$ cat src/rtl/core/rkw_pkg.sv
// ----------------------------------------------------------------------------
// rkw_pkg
// Shared types and constants of the resample kernel weight generator:
// register indexes, filter modes, datapath widths and the control bundles.
// ----------------------------------------------------------------------------
`timescale 1ns / 1ps
`default_nettype none

package rkw_pkg;

  // Configuration register indexes
  localparam int unsigned CFG_IDX_W = 2;
  localparam logic [CFG_IDX_W-1:0] CFG_FILTER_MODE = 2'd0;
  localparam logic [CFG_IDX_W-1:0] CFG_CUBIC_COEFF = 2'd1;
  localparam logic [CFG_IDX_W-1:0] CFG_SCALE_FACTOR = 2'd2;
  localparam logic [CFG_IDX_W-1:0] CFG_BORDER_SIZE = 2'd3;

  // Register widths
  localparam int unsigned MODE_W = 2;
  localparam int unsigned COEFF_W = 13;
  localparam int unsigned SCALE_W = 14;
  localparam int unsigned BORDER_W = 14;
  localparam int unsigned CFG_DATA_W = 14;

  // Filter modes
  localparam logic [MODE_W-1:0] MODE_NEAREST = 2'd0;
  localparam logic [MODE_W-1:0] MODE_TRIANGLE = 2'd1;
  localparam logic [MODE_W-1:0] MODE_BICUBIC = 2'd2;

  // Reset values
  localparam logic [MODE_W-1:0] MODE_RESET = MODE_TRIANGLE;
  localparam logic signed [COEFF_W-1:0] COEFF_RESET = -13'sd2048;
  localparam logic [SCALE_W-1:0] SCALE_RESET = 14'd4096;
  localparam logic [BORDER_W-1:0] BORDER_RESET = 14'd8192;

  // Datapath widths
  localparam int unsigned WEIGHT_W = 17;
  localparam int unsigned ACC_W = 24;
  localparam int unsigned MUL_A_W = ACC_W;
  localparam int unsigned MUL_B_W = 17;
  localparam int unsigned PROD_W = MUL_A_W + MUL_B_W;
  localparam int unsigned T_W = 18;
  localparam int unsigned TAP_CNT_W = 3;
  localparam int unsigned MAX_TAPS = 5;

  localparam logic signed [ACC_W-1:0] ONE_Q14 = 24'sd16384;
  localparam logic signed [ACC_W-1:0] THREE_Q14 = 24'sd49152;
  localparam logic signed [ACC_W-1:0] TWO_Q14 = 24'sd32768;
  localparam logic [T_W-1:0] T_ONE = 18'd16384;
  localparam logic [T_W-1:0] T_TWO = 18'd32768;
  localparam logic signed [PROD_W-1:0] HALF_Q14 = 41'sd8192;
  localparam logic signed [PROD_W-1:0] HALF_Q12 = 41'sd2048;
  localparam logic signed [PROD_W-1:0] WEIGHT_MAX = 41'sd65535;
  localparam logic signed [PROD_W-1:0] WEIGHT_MIN = -41'sd65536;

  // Operations of the shared multiplier
  typedef enum logic [2:0] {
    OP_MAG = 3'd0,
    OP_C1  = 3'd1,
    OP_C2  = 3'd2,
    OP_C3  = 3'd3,
    OP_WGT = 3'd4
  } mul_op_e;

  typedef struct packed {
    logic    load;
    logic    setup;
    logic    check;
    logic    diff;
    logic    mul;
    logic    acc;
    logic    emit;
    logic    next;
    mul_op_e op;
  } ctrl_cmd_t;

  typedef struct packed {
    logic empty;
    logic last;
    logic cubic;
    logic out_free;
  } ctrl_status_t;

endpackage

`default_nettype wire

$ cat src/rtl/core/rkw_ctrl.sv
// ----------------------------------------------------------------------------
// rkw_ctrl
// Sequencer: accepts a request, sets up the window, then walks the taps and
// steps the shared multiplier through the ops each filter mode needs.
// ----------------------------------------------------------------------------
`timescale 1ns / 1ps
`default_nettype none

module rkw_ctrl (
  input  wire                  clk_i,
  input  wire                  rst_ni,
  input  wire                  in_valid_i,
  output logic                 in_stall_o,
  input  wire rkw_pkg::ctrl_status_t status_i,
  output rkw_pkg::ctrl_cmd_t   cmd_o
);

  typedef enum logic [6:0] {
    ST_IDLE  = 7'b0000001,
    ST_SETUP = 7'b0000010,
    ST_CHECK = 7'b0000100,
    ST_DIFF  = 7'b0001000,
    ST_MUL   = 7'b0010000,
    ST_ACC   = 7'b0100000,
    ST_EMIT  = 7'b1000000
  } ctrl_state_e;

  ctrl_state_e      state_q, state_d;
  rkw_pkg::mul_op_e op_q, op_d;

  assign in_stall_o = (state_q != ST_IDLE);

  always_comb begin
    state_d   = state_q;
    op_d      = op_q;
    cmd_o     = '0;
    cmd_o.op  = op_q;
    case (state_q)
      ST_IDLE: begin
        if (in_valid_i) begin
          cmd_o.load = 1'b1;
          state_d    = ST_SETUP;
        end
      end
      ST_SETUP: begin
        cmd_o.setup = 1'b1;
        state_d     = ST_CHECK;
      end
      ST_CHECK: begin
        cmd_o.check = 1'b1;
        state_d     = status_i.empty ? ST_EMIT : ST_DIFF;
      end
      ST_DIFF: begin
        cmd_o.diff = 1'b1;
        op_d       = rkw_pkg::OP_MAG;
        state_d    = ST_MUL;
      end
      ST_MUL: begin
        cmd_o.mul = 1'b1;
        state_d   = ST_ACC;
      end
      ST_ACC: begin
        cmd_o.acc = 1'b1;
        state_d   = ST_MUL;
        case (op_q)
          rkw_pkg::OP_MAG: op_d = status_i.cubic ? rkw_pkg::OP_C1 : rkw_pkg::OP_WGT;
          rkw_pkg::OP_C1:  op_d = rkw_pkg::OP_C2;
          rkw_pkg::OP_C2:  op_d = rkw_pkg::OP_C3;
          rkw_pkg::OP_C3:  op_d = rkw_pkg::OP_WGT;
          default:         state_d = ST_EMIT;
        endcase
      end
      ST_EMIT: begin
        // hold until the output register can take the tap
        if (status_i.out_free) begin
          cmd_o.emit = 1'b1;
          if (status_i.last) begin
            state_d = ST_IDLE;
          end else begin
            cmd_o.next = 1'b1;
            state_d    = ST_DIFF;
          end
        end
      end
      default: state_d = ST_IDLE;
    endcase
  end

  always_ff @(posedge clk_i or negedge rst_ni) begin
    if (!rst_ni) begin
      state_q <= ST_IDLE;
      op_q    <= rkw_pkg::OP_MAG;
    end else begin
      state_q <= state_d;
      op_q    <= op_d;
    end
  end

endmodule

`default_nettype wire

$ cat src/rtl/core/rkw_datapath.sv
// ----------------------------------------------------------------------------
// rkw_datapath
// Configuration registers, window bounds, tap distance, the shared signed
// multiplier with its accumulate stage, weight saturation and the output
// register.
// ----------------------------------------------------------------------------
`timescale 1ns / 1ps
`default_nettype none

module rkw_datapath #(
  parameter int unsigned COORD_BITS = 13,
  parameter int unsigned FRAC_BITS  = 8
) (
  input  wire                                  clk_i,
  input  wire                                  rst_ni,
  input  wire                                  cfg_we_i,
  input  wire  [rkw_pkg::CFG_IDX_W-1:0]        cfg_index_i,
  input  wire  [rkw_pkg::CFG_DATA_W-1:0]       cfg_wdata_i,
  input  wire  [COORD_BITS+FRAC_BITS-1:0]      sample_center_i,
  input  wire rkw_pkg::ctrl_cmd_t              cmd_i,
  output rkw_pkg::ctrl_status_t                status_o,
  output logic                                 out_valid_o,
  input  wire                                  out_stall_i,
  output logic [COORD_BITS-1:0]                tap_position_o,
  output logic signed [rkw_pkg::WEIGHT_W-1:0]  tap_weight_o,
  output logic                                 last_tap_o,
  output logic                                 window_empty_o
);

  localparam int unsigned CW    = COORD_BITS + FRAC_BITS;
  localparam int unsigned XW    = COORD_BITS + 1;
  localparam int unsigned RW    = FRAC_BITS + 2;
  localparam int unsigned AD_W  = FRAC_BITS + 2;
  localparam int unsigned MAG_W = FRAC_BITS + 16;
  localparam int unsigned SH    = FRAC_BITS - 2;
  localparam int unsigned LW    = (rkw_pkg::BORDER_W > XW) ? rkw_pkg::BORDER_W : XW;
  localparam int unsigned ACC_W = rkw_pkg::ACC_W;
  localparam int unsigned PROD_W = rkw_pkg::PROD_W;

  localparam logic [CW:0]      CEIL_ADD = (CW + 1)'((1 << FRAC_BITS) - 1);
  localparam logic [LW-1:0]    LIM_MAX  = LW'(1) << COORD_BITS;
  localparam logic [MAG_W:0]   HALF_SH  = (MAG_W + 1)'(1) << (SH - 1);
  localparam logic [MAG_W-1:0] NEAR_LIM = MAG_W'(1) << (FRAC_BITS + 11);

  // Configuration
  logic [rkw_pkg::MODE_W-1:0]          mode_q;
  logic signed [rkw_pkg::COEFF_W-1:0]  coeff_q;
  logic [rkw_pkg::SCALE_W-1:0]         rk_q;
  logic [rkw_pkg::BORDER_W-1:0]        border_q;

  always_ff @(posedge clk_i or negedge rst_ni) begin
    if (!rst_ni) begin
      mode_q   <= rkw_pkg::MODE_RESET;
      coeff_q  <= rkw_pkg::COEFF_RESET;
      rk_q     <= rkw_pkg::SCALE_RESET;
      border_q <= rkw_pkg::BORDER_RESET;
    end else if (cfg_we_i) begin
      case (cfg_index_i)
        rkw_pkg::CFG_FILTER_MODE:  mode_q   <= cfg_wdata_i[rkw_pkg::MODE_W-1:0];
        rkw_pkg::CFG_CUBIC_COEFF:  coeff_q  <= cfg_wdata_i[rkw_pkg::COEFF_W-1:0];
        rkw_pkg::CFG_SCALE_FACTOR: rk_q     <= cfg_wdata_i[rkw_pkg::SCALE_W-1:0];
        rkw_pkg::CFG_BORDER_SIZE:  border_q <= cfg_wdata_i[rkw_pkg::BORDER_W-1:0];
        default: ;
      endcase
    end
  end

  // Working registers
  logic [CW-1:0]                     center_q;
  logic [XW-1:0]                     x_q, hi_q;
  logic                              empty_q;
  logic [rkw_pkg::TAP_CNT_W-1:0]     tap_cnt_q;
  logic [AD_W-1:0]                   absd_q;
  logic [rkw_pkg::T_W-1:0]           t_q;
  logic                              near_q;
  logic signed [ACC_W-1:0]           acc_q;
  logic signed [PROD_W-1:0]          prod_q;
  logic signed [rkw_pkg::WEIGHT_W-1:0] weight_q;

  // Window bounds
  logic [RW-1:0]   radius;
  logic [CW:0]     c_minus_r, hi_sum;
  logic [XW-1:0]   lo_val, hi_raw, lim_val, hi_val;
  logic [LW-1:0]   border_ext;

  always_comb begin
    case (mode_q)
      rkw_pkg::MODE_NEAREST:  radius = RW'(1) << (FRAC_BITS - 1);
      rkw_pkg::MODE_TRIANGLE: radius = RW'(1) << FRAC_BITS;
      rkw_pkg::MODE_BICUBIC:  radius = RW'(1) << (FRAC_BITS + 1);
      default:                radius = '0;
    endcase
  end

  assign c_minus_r  = {1'b0, center_q} - (CW + 1)'(radius);
  assign lo_val     = c_minus_r[CW] ? '0 : XW'(c_minus_r[CW-1:FRAC_BITS]);
  assign hi_sum     = {1'b0, center_q} + (CW + 1)'(radius) + CEIL_ADD;
  assign hi_raw     = hi_sum[CW:FRAC_BITS];
  assign border_ext = LW'(border_q);
  assign lim_val    = (border_ext > LIM_MAX) ? XW'(LIM_MAX) : XW'(border_ext);
  assign hi_val     = (hi_raw > lim_val) ? lim_val : hi_raw;

  // Distance from the pixel center to the sample center
  logic [CW-1:0] pix_center;
  logic [CW:0]   dv, dmag;

  assign pix_center = {x_q[COORD_BITS-1:0], 1'b1, {(FRAC_BITS - 1){1'b0}}};
  assign dv         = {1'b0, pix_center} - {1'b0, center_q};
  assign dmag       = dv[CW] ? (~dv + 1'b1) : dv;

  // Shared multiplier operands
  logic signed [ACC_W-1:0]            a14, f_sel;
  logic signed [rkw_pkg::MUL_A_W-1:0] mul_a;
  logic signed [rkw_pkg::MUL_B_W-1:0] mul_b;
  logic                               t_lt1, t_lt2;

  assign a14   = {{(ACC_W - rkw_pkg::COEFF_W - 2){coeff_q[rkw_pkg::COEFF_W-1]}}, coeff_q, 2'b00};
  assign t_lt1 = (t_q < rkw_pkg::T_ONE);
  assign t_lt2 = (t_q < rkw_pkg::T_TWO);

  always_comb begin
    case (mode_q)
      rkw_pkg::MODE_NEAREST:  f_sel = near_q ? rkw_pkg::ONE_Q14 : '0;
      rkw_pkg::MODE_TRIANGLE: f_sel = t_lt1 ? (rkw_pkg::ONE_Q14 - ACC_W'(t_q)) : '0;
      rkw_pkg::MODE_BICUBIC:  f_sel = t_lt2 ? acc_q : '0;
      default:                f_sel = '0;
    endcase
  end

  always_comb begin
    case (cmd_i.op)
      rkw_pkg::OP_MAG: begin
        mul_a = rkw_pkg::MUL_A_W'(absd_q);
        mul_b = rkw_pkg::MUL_B_W'(rk_q);
      end
      rkw_pkg::OP_C1: begin
        mul_a = t_lt1 ? (a14 + rkw_pkg::TWO_Q14) : a14;
        mul_b = rkw_pkg::MUL_B_W'(t_q[15:0]);
      end
      rkw_pkg::OP_C2, rkw_pkg::OP_C3: begin
        mul_a = acc_q;
        mul_b = rkw_pkg::MUL_B_W'(t_q[15:0]);
      end
      default: begin
        mul_a = f_sel;
        mul_b = rkw_pkg::MUL_B_W'(rk_q);
      end
    endcase
  end

  // Round-half-up rescaling of the product
  logic signed [PROD_W-1:0] rnd14, q14, rnd12, q12;
  logic signed [ACC_W-1:0]  q14_n;
  logic [MAG_W-1:0]         mag;
  logic [MAG_W:0]           t_full;

  assign rnd14  = prod_q + rkw_pkg::HALF_Q14;
  assign q14    = rnd14 >>> 14;
  assign q14_n  = q14[ACC_W-1:0];
  assign rnd12  = prod_q + rkw_pkg::HALF_Q12;
  assign q12    = rnd12 >>> 12;
  assign mag    = prod_q[MAG_W-1:0];
  assign t_full = ({1'b0, mag} + HALF_SH) >> SH;

  always_ff @(posedge clk_i) begin
    if (cmd_i.load) begin
      center_q <= sample_center_i;
    end
    if (cmd_i.setup) begin
      x_q  <= lo_val;
      hi_q <= hi_val;
    end else if (cmd_i.next) begin
      x_q <= x_q + 1'b1;
    end
    if (cmd_i.diff) begin
      absd_q <= dmag[AD_W-1:0];
    end
    if (cmd_i.mul) begin
      prod_q <= mul_a * mul_b;
    end
    if (cmd_i.acc) begin
      case (cmd_i.op)
        rkw_pkg::OP_MAG: begin
          t_q    <= t_full[rkw_pkg::T_W-1:0];
          near_q <= (mag <= NEAR_LIM);
        end
        rkw_pkg::OP_C1:
          acc_q <= q14_n - (t_lt1 ? (a14 + rkw_pkg::THREE_Q14) : ((a14 <<< 2) + a14));
        rkw_pkg::OP_C2:
          acc_q <= q14_n + (t_lt1 ? '0 : (a14 <<< 3));
        rkw_pkg::OP_C3:
          acc_q <= q14_n + (t_lt1 ? rkw_pkg::ONE_Q14 : -(a14 <<< 2));
        default: begin
          if (q12 > rkw_pkg::WEIGHT_MAX) begin
            weight_q <= rkw_pkg::WEIGHT_MAX[rkw_pkg::WEIGHT_W-1:0];
          end else if (q12 < rkw_pkg::WEIGHT_MIN) begin
            weight_q <= rkw_pkg::WEIGHT_MIN[rkw_pkg::WEIGHT_W-1:0];
          end else begin
            weight_q <= q12[rkw_pkg::WEIGHT_W-1:0];
          end
        end
      endcase
    end
  end

  // Tap walk control
  logic tap_last;

  assign tap_last = empty_q || ((x_q + 1'b1) == hi_q) ||
                    (tap_cnt_q == rkw_pkg::TAP_CNT_W'(rkw_pkg::MAX_TAPS - 1));

  always_ff @(posedge clk_i or negedge rst_ni) begin
    if (!rst_ni) begin
      empty_q   <= 1'b0;
      tap_cnt_q <= '0;
    end else begin
      if (cmd_i.check) begin
        empty_q   <= (x_q >= hi_q);
        tap_cnt_q <= '0;
      end else if (cmd_i.next) begin
        tap_cnt_q <= tap_cnt_q + 1'b1;
      end
    end
  end

  // Output register
  logic out_valid_q;
  logic out_free;

  assign out_free = !out_valid_q || !out_stall_i;

  always_ff @(posedge clk_i or negedge rst_ni) begin
    if (!rst_ni) begin
      out_valid_q <= 1'b0;
    end else if (cmd_i.emit) begin
      out_valid_q <= 1'b1;
    end else if (!out_stall_i) begin
      out_valid_q <= 1'b0;
    end
  end

  always_ff @(posedge clk_i) begin
    if (cmd_i.emit) begin
      tap_position_o <= empty_q ? '0 : x_q[COORD_BITS-1:0];
      tap_weight_o   <= empty_q ? '0 : weight_q;
      last_tap_o     <= tap_last;
      window_empty_o <= empty_q;
    end
  end

  assign out_valid_o = out_valid_q;

  assign status_o.empty    = (x_q >= hi_q);
  assign status_o.last     = tap_last;
  assign status_o.cubic    = (mode_q == rkw_pkg::MODE_BICUBIC);
  assign status_o.out_free = out_free;

  // Checks
  a_empty_is_last: assert property (@(posedge clk_i) disable iff (!rst_ni)
    out_valid_o && window_empty_o |-> last_tap_o && (tap_weight_o == '0))
    else $error("empty window result not flagged as last with zero weight");

  a_emit_free: assert property (@(posedge clk_i) disable iff (!rst_ni)
    cmd_i.emit |-> out_free)
    else $error("tap emitted while output register busy");

  a_tap_in_window: assert property (@(posedge clk_i) disable iff (!rst_ni)
    cmd_i.emit && !empty_q |-> (x_q < hi_q))
    else $error("tap position outside clipped window");

  a_tap_count: assert property (@(posedge clk_i) disable iff (!rst_ni)
    cmd_i.emit && !empty_q |-> (tap_cnt_q < rkw_pkg::TAP_CNT_W'(rkw_pkg::MAX_TAPS)))
    else $error("too many taps for one center");

  a_next_not_last: assert property (@(posedge clk_i) disable iff (!rst_ni)
    cmd_i.next |-> !tap_last)
    else $error("advanced past the last tap");

endmodule

`default_nettype wire

$ cat src/rtl/core/resample_kernel_weights_core.sv
// ----------------------------------------------------------------------------
// resample_kernel_weights_core
// Resampling tap weight generator (nearest, triangle, Keys bicubic).
// ----------------------------------------------------------------------------
// One request carries a sample center; the block answers with one result per
// source pixel in the clipped window (at most five), the final one flagged
// last, or a single result flagged empty. A request is taken only while the
// block is idle, and results leave through an output register, so the next
// request can be taken while the final result still waits. The window is set
// up and checked once per request; an empty window goes straight to the
// result, else each tap passes a distance step, its multiplies and an emit.
// Per tap the time is set by the single shared 24x17 signed multiplier: each
// multiply goes into a product register and is then rounded and accumulated,
// and bicubic needs five multiplies per tap against two.
// ----------------------------------------------------------------------------
`timescale 1ns / 1ps
`default_nettype none

module resample_kernel_weights_core #(
  parameter int unsigned COORD_BITS = 13,
  parameter int unsigned FRAC_BITS  = 8
) (
  input  wire                                  clk_i,
  input  wire                                  rst_ni,
  input  wire                                  cfg_we_i,
  input  wire  [rkw_pkg::CFG_IDX_W-1:0]        cfg_index_i,
  input  wire  [rkw_pkg::CFG_DATA_W-1:0]       cfg_wdata_i,
  input  wire                                  in_valid_i,
  output logic                                 in_stall_o,
  input  wire  [COORD_BITS+FRAC_BITS-1:0]      sample_center_i,
  output logic                                 out_valid_o,
  input  wire                                  out_stall_i,
  output logic [COORD_BITS-1:0]                tap_position_o,
  output logic signed [rkw_pkg::WEIGHT_W-1:0]  tap_weight_o,
  output logic                                 last_tap_o,
  output logic                                 window_empty_o
);

  rkw_pkg::ctrl_cmd_t    cmd;
  rkw_pkg::ctrl_status_t status;

  rkw_ctrl u_ctrl (
    .clk_i      (clk_i),
    .rst_ni     (rst_ni),
    .in_valid_i (in_valid_i),
    .in_stall_o (in_stall_o),
    .status_i   (status),
    .cmd_o      (cmd)
  );

  rkw_datapath #(
    .COORD_BITS (COORD_BITS),
    .FRAC_BITS  (FRAC_BITS)
  ) u_datapath (
    .clk_i           (clk_i),
    .rst_ni          (rst_ni),
    .cfg_we_i        (cfg_we_i),
    .cfg_index_i     (cfg_index_i),
    .cfg_wdata_i     (cfg_wdata_i),
    .sample_center_i (sample_center_i),
    .cmd_i           (cmd),
    .status_o        (status),
    .out_valid_o     (out_valid_o),
    .out_stall_i     (out_stall_i),
    .tap_position_o  (tap_position_o),
    .tap_weight_o    (tap_weight_o),
    .last_tap_o      (last_tap_o),
    .window_empty_o  (window_empty_o)
  );

endmodule

`default_nettype wire

$ cat config.mk
export PLATFORM = sky130hd
export DESIGN_NAME = resample_kernel_weights_core
export DESIGN_NICKNAME = d
export VERILOG_FILES = /design/src/rtl/core/rkw_pkg.sv /design/src/rtl/core/rkw_ctrl.sv /design/src/rtl/core/rkw_datapath.sv /design/src/rtl/core/resample_kernel_weights_core.sv
export SDC_FILE = /design/constraint.sdc
export NUM_CORES = 2
export LEC_CHECK = 0
export BUFFER_PORTS_ARGS = -buffer_cell sky130_fd_sc_hd__buf_2
export CAP_MARGIN = 40
export CORE_MARGIN = 10
export CORE_UTILIZATION = 66
export DETAILED_ROUTE_END_ITERATION = 8
export HOLD_SLACK_MARGIN = 0.15
export PLACE_DENSITY = 0.91
export SLEW_MARGIN = 20
export SYNTH_ARGS = -nofsm -noshare
export SYNTH_HDL_FRONTEND = slang
export SYNTH_HIERARCHICAL = 1
export SYNTH_SLANG_ARGS = --single-unit
$ cat constraint.sdc
create_clock -name clk_i -period 10.82 [get_ports clk_i]
set_input_delay 1.623 -clock clk_i [delete_from_list [all_inputs] [get_ports clk_i]]
set_output_delay 1.623 -clock clk_i [all_outputs]
set_load 0.05 [all_outputs]
# Yosys cells after proc, flatten, opt, wreduce, memory -nomap -nowiden
# Cells that the tools add are included.
# classes
add_sub_neg,18
order_cmp,8
muxes,42
bitwise,2
n_reduce_logical,24
n_mul,1
eq_ne,22
# op_table
operator,n
$pmux W24 S3,3
$mux W24,6
$mux W14,4
$pmux W7 S7,1
$add A24 B24 Y24,2
$add A41 B13 Y41 const B,1
$mul A24 B17 Y41,1
$add A38 B15 Y38 const B,1
$add A15 B17 Y18 const B,2
$pmux W10 S3,1
$gt A29 B17 Y1 const B,1
$lt A29 B17 Y1 const B,1
$mux W7,4
$add A24 B6 Y24 const B,1
$le A24 B20 Y1 const B,1
$neg A17 Y24,1
$sub A24 B24 Y24,1
$add A21 B10 Y22,1
$add A22 B8 Y22 const B,1
$sub A21 B10 Y22,1
$sub A21 B21 Y22,1
$sub A15 B18 Y19 const A,1
$add A17 B15 Y18,1
$lt A18 B15 Y1 const B,1
other kinds (47),78
# word_totals
elab_cells,139
register_bits,250
inputBits,42
output_inout_bits,34

# Depth between registers and ports, before layout
# depth
ltp_word,9
mapped_depth,39
ltp_nobuf,35

# Cells and area by module
# Netlist, hierarchy kept.
# by_module_without_submodules
mod,cells_each,instances,seq_area_each_um2,area_each_um2
rkw_datapath,3304,1,6972.9,30526.8
rkw_ctrl,77,1,251.5,699.4

# Least setup slack after synthesis
# OpenSTA, ideal clock, no wires.
# synth_timing
kind,reg-to-reg
start,reg u_datapath/t_q[0] (netlist bit)
end,reg u_datapath.prod_q[37] (data pin)
t_arrival_ps,8690
stages_incl_launch_ff,35
setup_time_ps,260
required_time_ps,10560
n_path_buf,4
period_less_slack_ps,8950
path_slack_ps,1870
cell_sequence,edfxtp_1 > inv_1 > ha_1 > nor4_1 > nand4_2 > a21oi_4 > inv_4 > buf_1 > clkbuf_1 > clkbuf_1 > ha_1 > and3_1 > o21bai_1 > clkbuf_1 > o21ai_2 > nor2_1 > fa_1 > fa_1 > fa_1 > fa_1 > fa_1 > inv_1 > fa_1 > inv_1 > ha_1 > nand2_1 > nand2_1 > a21oi_1 > nand2_1 > a211oi_1 > o211ai_1 > a31oi_1 > o21bai_1 > a21oi_1 > xnor2_1
# synth_via
elab_chain_cells,5
elab_cells_between_ends,10
cone_classes,add/sub: 1; mul: 1; order compare: 2; mux: 6
# synth_rtl
element,line_no,source
"start, declared",rkw_datapath.sv:74,logic [rkw_pkg::T_W-1:0] t_q;
"start signal, assigned",rkw_datapath.sv:184,t_q <= t_full[rkw_pkg::T_W-1:0];
"$sub A15 B18 Y19, or another cell as far along",rkw_datapath.sv:124,rkw_pkg::MODE_TRIANGLE: f_sel = t_lt1 ? (rkw_pkg::ONE_Q14 - ACC_W'(t_q)) : '0;
$mux W24 (on tied branches),"rkw_datapath.sv:124, rkw_datapath.sv:125",
$pmux W24 S3,rkw_datapath.sv:122,case (mode_q)
$pmux W24 S3,rkw_datapath.sv:131,case (cmd_i.op)
$mul A24 B17 Y41 *,rkw_datapath.sv:179,prod_q <= mul_a * mul_b;
"end signal, assigned",rkw_datapath.sv:179,
"end, declared",rkw_datapath.sv:77,logic signed [PROD_W-1:0] prod_q;
# Mark *: on every way between the ends. The rest lies on a longest branch, timed or not.
# A chain may end at the register's enable or synchronous reset.

# Final worst setup path
# layout_timing
start,reg u_datapath/t_q[0] (netlist bit)
end,reg u_datapath.prod_q[40] (data pin)
# The elaborated chain is that of the path after synthesis.

==> impl_metrics.ini <==
[run_status]
status = finished, final reports clean

[final_layout]
layoutNonFillerInstCount = 4060
layout.nets = 4082
fillCellCount = 3104
final_common_cell = inv_1
multiInputGateArea_sq_um = 21400
post-route-cell-area_sq_um = 33300
seq_area_sq_um = 7220
drive_above_1_share_pct = 8.17
layout_common_cells = inv_1 (567), fa_1 (381), nand2_1 (374)
syn2layout_area_growth_pct = 6.78

[synthesis]
synth_top_family_by_area = adder cells
synthMuxAreaShare_pct = 2.77
syn_area_sq_um = 31200
synth_edf_count = 192
netlist-cell-type-count = 89
synth_compound_area_share_pct = 9.78
synthFlopType = edfxtp_1
ys_seq_area_share_pct = 23.1
synth_area_leaders = fa_1 (24%), edfxtp_1 (18%), ha_1 (9.1%)
synth_seq_cells = 250
synth-simple-area-share_pct = 15.6
syn_area_per_cell_sq_um = 9.24
netlist_instances = 3381
yosys_warnings = 6
synth_top_area_share_pct = 24.4
ys_async_sr_fraction_pct = 23.2
synth_fa_ha_area_share_pct = 33.5
syn-num-nets = 4030
synth_top_area_cell = fa_1
synth_xor_xnor_area_share_pct = 6.89

[worst_hold_path]
worstHoldPathType = flip-flop to flip-flop

[detailed_routing]
vias = 25900
drc = 0
antenna_left = 0
wl_per_cell_um = 21.8
wirelength_met1_um = 30300
route.met3.wl_um = 10600
viasPerCell = 6.37
dr.pass1.iters = 8
met2_length_um = 40500
totalWireLength_um = 88500
first_iter_violations = 3106
top_layer_used = met5

[power_and_ir_drop]
p_int_mw = 4.96
power.switching_mw = 5.05
pwr-share-clk_pct = 9.0
cellPowerDensity_nw_per_um2 = 300
leakage_nw = 15.2
sequentialPowerShare_pct = 16.3
ir_worst_vdd_v = 0.000429
swShare_pct = 50.5
p_comb_share_pct = 74.7

[worst_setup_path]
crit_fanout = 35
endpoint_kind = flip-flop
cp_slowest_stage_delay_ns = 0.79
cpLargestDelayFamily = adder cells
critPathKind = flip-flop to flip-flop
path_common_cell = fa_1
arrival_ns = 10.35
critPathSlowestCell = a221oi_1
cp.required_ns = 11.11
cp-start-kind = flip-flop
cp_num_buf_inv = 7

[die]
die_area_sq_um = 56400
dieWidth_um = 238
num_rows = 79
initial_core_util_pct = 66.9
pin_count = 76
core_area_sq_um = 46700
dieHeight_um = 238

[flow_run]
maxCapViolCount = 0

[sta]
fin_crit_sh_pct = 93.0
finalHoldViolCount = 0
tns_ns = 0
holdWs_ns = 0.544
fin_skew_ns = 0.0211
rsz0062_at_grt = no
slew_headroom_pct = 33.1
tightest_slew_ns = 0.976
drv_slew = 0
min_period_ns = 10.06
fmax_mhz = 99.4
finalSetupViolations = 0

[clock_network]
cts-resized-gates = 0
clock-root-buffer = clkbuf_16
cts_buffers = 24
ctsHoldBuffers = 0
clk-insertion-delay-late_ns = 0.56
htree_num_levels = 1
cts_tree = built
cts_buffer_depth = 3
clkTransAtPathRegs_ns = 0.07
cts.sinks = 250
post_cts_buffers = 0

[place]
place_congestion = 1.04
placed_area_sq_um = 32400
place_inst = 4006
dpl.hpwl_um = 67900
io_buffers = 75

[global_route]
grt_pass1_wl_um = 140000
antenna_found_initial = 4
grt_max_degree = 59
grtUsageTotal_pct = 31.1
first_global_vias = 26800
grt-ovfl-total = 0
registers in the layout (all words and copies together), names as in the netlist, 2 cells and up:
| register | flops |
|---|---|
| u_datapath/prod_q | 41 |
| u_datapath/acc_q | 24 |
| u_datapath/center_q | 21 |
| u_datapath/t_q | 18 |
| u_datapath/tap_weight_o | 17 |
| u_datapath/weight_q | 17 |
| u_datapath/border_ext | 14 |
| u_datapath/hi_q | 14 |
| u_datapath/rk_q | 14 |
| u_datapath/x_q | 14 |
| u_datapath/coeff_q | 13 |
| u_datapath/tap_position_o | 13 |
| u_datapath/absd_q | 10 |
| u_ctrl/state_q | 7 |
| u_ctrl/op_q | 3 |
| u_datapath/tap_cnt_q | 3 |
| u_datapath/mode_q | 2 |
Yosys cell counts, types with 11 or more instances:
cell and n:
mux2_2 50, fa_1 381, nand3_1 49, nand2b_1 24, a211oi_1 21, inv_1 567, a221o_1 11, ha_1 226
o31ai_1 11, o21ai_0 85, nand4_1 37, o21ai_1 14, a31oi_1 21, nor2b_1 48, a21o_1 48, nor2_1 336
and2_1 24, a21oi_1 106, xnor2_1 159, o21bai_1 13, or3_1 18, nor4_1 17, nor3_1 40, xor2_1 84
a221oi_1 12, and3_1 21, mux2i_1 28, o21a_1 34, dfrtp_1 52, nand2_1 374, o22ai_1 21, edfxtp_1 192
clkbuf_1 96
through the flow:
stage	power (mW)	setup slack, ns	utilization [%]
global placement	8.52	1.33	69.1
CTS	9.82	0.911	71.2
global route	10.9	0.522	71.5
floorplan	7.00	1.87	-
finish	10.0	0.762	71.5
detailed placement	8.89	0.996	69.5
kinds of logic (layout without fill, tap and decap cells):
kind of cell	Yosys count	in the layout
xor+xnor	244	244
other cells	0	2
compound gates	466	466
simple gates	1050	1050
mux	79	79
buf+inv	685	755
fa+ha+maj	607	607
flops	250	250
worst register-to-register path: cells and delay by family (launching register included):
kind / cells / cell delay [ns]
compound gates: 9 / 3.40
xor+xnor: 1 / 0.14
fa+ha+maj: 8 / 3.55
buf+inv: 7 / 0.98
flops: 1 / 0.40
simple gates: 5 / 1.34
power groups by stage:
stage                     logic [mW]  registers [mW]  clock network [mW]
after global routing            8.27            1.64               0.941
after global placement          6.88            1.64                   0
after detailed placement        7.25            1.64                   0
after CTS                       7.31            1.62               0.897
after floorplan                 5.44            1.55                   0
final                           7.47            1.63               0.903
final timing paths:
path                                                    endpoint                                  start  cells after the start  slack [ns]
setup / recovery                 u_datapath/prod_q[40]$_DFFE_PP_            u_datapath/t_q[0]$_DFFE_PP_                     30        0.76
hold / removal             u_datapath/border_ext[10]$_DFFE_PN0P_  u_datapath/border_ext[10]$_DFFE_PN0P_                      1        0.54
setup reg to reg                 u_datapath/prod_q[40]$_DFFE_PP_            u_datapath/t_q[0]$_DFFE_PP_                     30        0.76
hold reg to reg            u_datapath/border_ext[10]$_DFFE_PN0P_  u_datapath/border_ext[10]$_DFFE_PN0P_                      1        0.54
max in group asynchronous        u_datapath/rk_q[12]$_DFFE_PN1P_                                 rst_ni                      3        9.34
min in group asynchronous  u_datapath/border_ext[11]$_DFFE_PN0P_                                 rst_ni                      2        0.95
layout make-up:
| class | count | share of cell area, % |
|---|---|---|
| Inverter | 568 | 6.40 |
| Antenna cell | 2 | 0.0150 |
| Tap cell | 607 | 2.28 |
| Multi-Input combinational cell | 2446 | 64.2 |
| Timing Repair Buffer | 143 | 2.97 |
| Clock inverter | 12 | 0.469 |
| Sequential cell | 250 | 21.7 |
| Clock buffer | 32 | 1.99 |
routing by layer:
metal | vias up | GRT usage (%)
met5 | - | 0
met4 | 4 | 19.5
met3 | 578 | 7.67
met2 | 1841 | 50.0
met1 | 12300 | 37.2
li1 | 11100 | -
(Power assumes the default switching activity.)
